`src/rtl/core/dsml_pkg.sv`:
```
package dsml_pkg;

    localparam int NUM_ENTRIES    = 16;
    localparam int CALLSIGN_CHARS = 8;

    localparam int IDX_W    = 6;
    localparam int SLOT_W   = (NUM_ENTRIES > 1) ? $clog2(NUM_ENTRIES) : 1;
    localparam int COUNT_W  = 7;
    localparam int ID_W     = 16;
    localparam int CALL_W   = 64;
    localparam int TTL_W    = 8;
    localparam int TAG_W    = 16;

    localparam logic [CALL_W-1:0] DEFAULT_CALLSIGN = 64'h0000_0000_314B_5655;

    typedef enum logic [1:0] {
        OP_ADD    = 2'd0,
        OP_DELETE = 2'd1,
        OP_MARK   = 2'd2,
        OP_READ   = 2'd3
    } t_op;

    typedef struct packed {
        logic              used;
        logic              unread;
        logic [ID_W-1:0]   msg_id;
        logic [CALL_W-1:0] sender;
        logic [TTL_W-1:0]  ttl_first;
        logic [TTL_W-1:0]  ttl_left;
        logic [TAG_W-1:0]  tag;
    } t_entry;

    // Control broadcast from the top level to every cell in the chain.
    typedef struct packed {
        logic              key_ok;
        logic [ID_W-1:0]   key_id;
        logic [CALL_W-1:0] key_sender;
        logic              shift_in;
        logic              close_gap;
        logic              mark_read;
        logic [IDX_W-1:0]  idx;
    } t_cell_ctrl;

    // Keeps the bytes up to the first zero byte, at most CALLSIGN_CHARS of them.
    function automatic logic [CALL_W-1:0] trim_call(input logic [CALL_W-1:0] s);
        logic [CALL_W-1:0] r;
        logic              stop;
        r    = '0;
        stop = 1'b0;
        for (int i = 0; i < 8; i++) begin
            if (i >= CALLSIGN_CHARS || s[8*i +: 8] == 8'h00) begin
                stop = 1'b1;
            end
            if (!stop) begin
                r[8*i +: 8] = s[8*i +: 8];
            end
        end
        return r;
    endfunction

    localparam logic [CALL_W-1:0] DEFAULT_TRIMMED = trim_call(DEFAULT_CALLSIGN);

    function automatic logic [CALL_W-1:0] norm_call(input logic [CALL_W-1:0] s);
        logic [CALL_W-1:0] r;
        r = trim_call(s);
        if (r == '0) begin
            r = DEFAULT_TRIMMED;
        end
        return r;
    endfunction

endpackage

```
`src/rtl/core/dsml_cell.sv`:
```
module dsml_cell import dsml_pkg::*; (
    input  logic             i_clk,
    input  logic             i_rst_n,
    input  logic [IDX_W-1:0] i_pos,
    input  t_cell_ctrl       i_ctrl,
    input  t_entry           i_prev,
    input  t_entry           i_next,
    output t_entry           o_entry,
    output logic             o_match,
    output logic             o_nxt_unread
);

    t_entry r_entry;
    t_entry n_entry;

    assign o_entry = r_entry;
    assign o_match = i_ctrl.key_ok && r_entry.used && (r_entry.msg_id == i_ctrl.key_id) &&
                     (r_entry.sender == i_ctrl.key_sender);

    always_comb begin
        n_entry = r_entry;
        if (i_ctrl.shift_in) begin
            n_entry = i_prev;
        end else if (i_ctrl.close_gap && (i_pos >= i_ctrl.idx)) begin
            n_entry = i_next;
        end else if (i_ctrl.mark_read && (i_pos == i_ctrl.idx)) begin
            n_entry.unread = 1'b0;
        end
    end

    assign o_nxt_unread = n_entry.used & n_entry.unread;

    always_ff @(posedge i_clk) begin
        if (!i_rst_n) begin
            r_entry <= '0;
        end else begin
            r_entry <= n_entry;
        end
    end

endmodule

```
`config.mk`:
```
export PLATFORM = sky130hd
export DESIGN_NAME = dsml_cell
export DESIGN_NICKNAME = d
export VERILOG_FILES = /design/src/rtl/core/dsml_pkg.sv /design/src/rtl/core/dsml_cell.sv
export SDC_FILE = /design/constraint.sdc
export NUM_CORES = 1
export LEC_CHECK = 0
export ABC_AREA = 1
export BUFFER_PORTS_ARGS = -buffer_cell sky130_fd_sc_hd__buf_2
export CORE_AREA = 4 4 170 172
export CTS_CLUSTER_DIAMETER = 60
export CTS_CLUSTER_SIZE = 20
export DETAILED_ROUTE_END_ITERATION = 10
export DIE_AREA = 0 0 174 176
export GPL_TIMING_DRIVEN = 0
export PLACE_DENSITY = 0.64
export SYNTH_ARGS = -nofsm -noshare
export SYNTH_HDL_FRONTEND = slang
export SYNTH_SLANG_ARGS = --single-unit
```
`constraint.sdc`:
```
create_clock -name i_clk -period 1.6 [get_ports i_clk]
set_input_delay 0.16 -clock i_clk [delete_from_list [all_inputs] [get_ports i_clk]]
set_output_delay 0.16 -clock i_clk [all_outputs]
set_load 0.01 [all_outputs]
```
==> impl_metrics.py <==
metrics = {
    "status": {
        "outcome": "complete, but fails checks",
        "violations": "setup timing",
    },
    "routing": {
        "vias_per_cell": 4.45,
        "vias": 9018,
        "route.detailed.drc": 0,
        "wl_per_cell_um": 17.1,
        "wl_um": 34700,
        "drt_iter0_drc": 481,
        "firstDrtPassIters": 7,
        "ant_nets": 0,
    },
    "floorplan": {
        "rows": 61,
        "dieArea_sq_um": 30600,
        "die_y_um": 176,
        "core_region_area_sq_um": 27500,
        "fp.dieW_um": 174,
        "ioPinCount": 442,
        "start_util_pct": 26.0,
    },
    "worst_setup_path": {
        "slowest_stage": "dfxtp_2",
        "crit_arrival_ps": 1800,
        "cp_cell_sequence": "inv_1 -> nand2_1 -> o21ai_0 -> a21oi_2 -> and3_1 -> nand3_1 -> nor2_2 -> buf_6",
        "path_delay_family": "simple AND/OR/NAND/NOR gates",
        "worstPathMaxFanout": 3,
        "slowest_delay_ps": 360,
        "r2r_slack_ps": 730,
        "critPathCaptureType": "output port",
        "cp.required_ps": 1440,
        "timing.critical_path.buf_inv": 2,
        "cp-start-kind": "register",
        "path_class": "register to output port",
    },
    "global_routing": {
        "grt.total_usage_pct": 21.3,
        "antenna_found_initial": 2,
        "grt_max_degree": 17,
        "grt_overflow": 0,
        "grt_pass1_vias": 8601,
        "grt_first_pass_wirelength_um": 49400,
    },
    "cells_and_area": {
        "syn_to_final_growth_pct": 51.5,
        "drive_above_1_share_pct": 40.4,
        "nets": 1998,
        "fin_cells": 2026,
        "post-route-cell-area_sq_um": 10800,
        "largest_reg_flops": 114,
    },
    "clock_tree": {
        "max-clock-path-buffers": 2,
        "clkTransAtPathRegs_ps": 60,
        "htreeDepth": 4,
        "numCtsBuffers": 17,
        "ctsRootBufferMaster": "clkbuf_16",
        "cts.sink_count": 114,
        "postCtsHoldBufs": 0,
        "clk_latency_ps": 420,
        "cts_tree": "yes",
    },
    "placed_design": {
        "dpl.hpwl_um": 28400,
        "gp_congestion": 0.917,
        "place_inst": 1985,
        "io_buffers": 439,
        "placed_cell_area_sq_um": 9770,
    },
    "sta": {
        "period_share_pct": 123,
        "hold_viol": 0,
        "worst_pin_slew_ps": 1040,
        "fin_crit_ps": 1960,
        "fmax_mhz": 510,
        "tns_ps": -361,
        "fin_ws_ps": -361,
        "finClkSkew_ps": 0,
        "drv_slew": 0,
        "rsz0062_at_grt": "yes",
        "setup_viol": 1,
        "maxSlewHeadroom_pct": 30.5,
    },
    "logic_synthesis": {
        "syn_nets": 1532,
        "ys_ff_latch": 114,
        "synth_edf_count": 0,
        "synth_top_area_share_pct": 31.9,
        "yosys.area.top_type": "dfxtp_1",
        "syn-instance-count": 1200,
        "ys_top_cells_by_area": "dfxtp_1 32%, nand2_1 24%, nor2_1 11%",
        "ys.flop_type": "dfxtp_1",
        "syn_area_sq_um": 7140,
        "yosysSeqAreaShare_pct": 31.9,
        "syn_avg_cell_area_sq_um": 5.95,
        "yosys_warnings": 0,
        "async_reset_ff_share_pct": 0,
        "ys_types": 27,
    },
    "worst_hold_path": {
        "hold_path_class": "primary input to register",
    },
    "pwr": {
        "ir_drop_mv": 0.549,
        "leakage_uw": 0.00594,
        "fin_total_pwr_uw": 10100,
        "cellPowerDensity_nw_per_um2": 937,
    },
    "job": {
        "maxCapViolCount": 0,
    },
}
through the flow:
stage | hold slack, ps | worst slack [ps] | utilization, %
after global routing | 23.7 | -455 | 39.4
after floorplan | 320 | 120 | -
after detailed placement | 461 | -259 | 35.6
final | 42.4 | -361 | 39.4
after CTS | 20.0 | -450 | 38.3
after global placement | 449 | -269 | 35.6
layout make-up:
| type | count | area [sq um] |
|---|---|---|
| multi-input cells | 939 | 4360 |
| diodes | 1 | 2.50 |
| inverters | 86 | 328 |
| clock buffers | 19 | 443 |
| clock inverters | 13 | 174 |
| well taps | 346 | 433 |
| flip-flops and latches | 114 | 2340 |
| repair buffers | 448 | 2320 |
| fillers | 2996 | 16700 |
| plain buffers | 60 | 417 |
cell usage after synthesis, types with 7 or more instances:
library cell,instances
nand2_1,457
nor2_1,206
dfxtp_1,114
inv_1,83
nor2_2,81
o21ai_1,80
o21ai_0,66
clkbuf_1,29
buf_2,11
xnor2_1,10
xor2_1,10
buf_6,9
buf_8,8
nand3_1,7
final timing paths:
check,start,to,cells after the start
worst min-delay path,i_prev[113],o_entry[113],3
worst max-delay path,o_entry[69],o_match,8
worst min register to register,o_entry[2],o_entry[2],2
worst max register to register,o_entry[112],o_entry[112],5
worst reg2reg max path, stage by stage, from the launching register on:
cell	delay (ps)
dfxtp_1	320
nand2_1	70
nand2_2	70
nand3_2	70
buf_4	150
a21oi_1	110
layer usage:
metal  up-vias  part of all wire (%)  GRT usage, %
met2       369                    49          37.7
met3        44                   7.3          5.70
met4         2                   2.3          6.14
met1      3997                    41          25.4
li1       4606                     -             -
met5         -                 0.038             0
placed cells by master (no fill, tap or decap), types with 29 or more instances in the layout:
cell	synthesis	layout
buf_2	11	441
clkbuf_1	29	29
dfxtp_1	114	78
dfxtp_2	0	31
inv_1	83	75
nand2_1	457	443
nor2_1	206	198
nor2_2	81	87
o21ai_0	66	57
o21ai_1	80	89
report_power, final:
part	internal, uW	switching (uW)
Sequential	3130	276
Clock	2520	1540
Combinational	1140	1530
cell families (layout without fill, tap and decap cells):
group,Yosys count,count (layout),share of synthesized area (%)
flip-flops,114,114,31.9
AND/OR/NAND/NOR,757,757,43.0
AO/OA/AOI/OAI,156,156,11.1
adder cells (fa/ha/maj),6,6,1.05
buffers and inverters,147,626,10.4
XOR/XNOR,20,20,2.45
other,0,1,0
timing repair:
item	in CTS	in global routing
pin swaps	16	34
setup buffers	5	4
endpoints found under the setup margin	2	15
endpoints found under the hold margin	0	0
gates resized for setup	37	80
No activity file was read; power rests on OpenSTA's default activity.
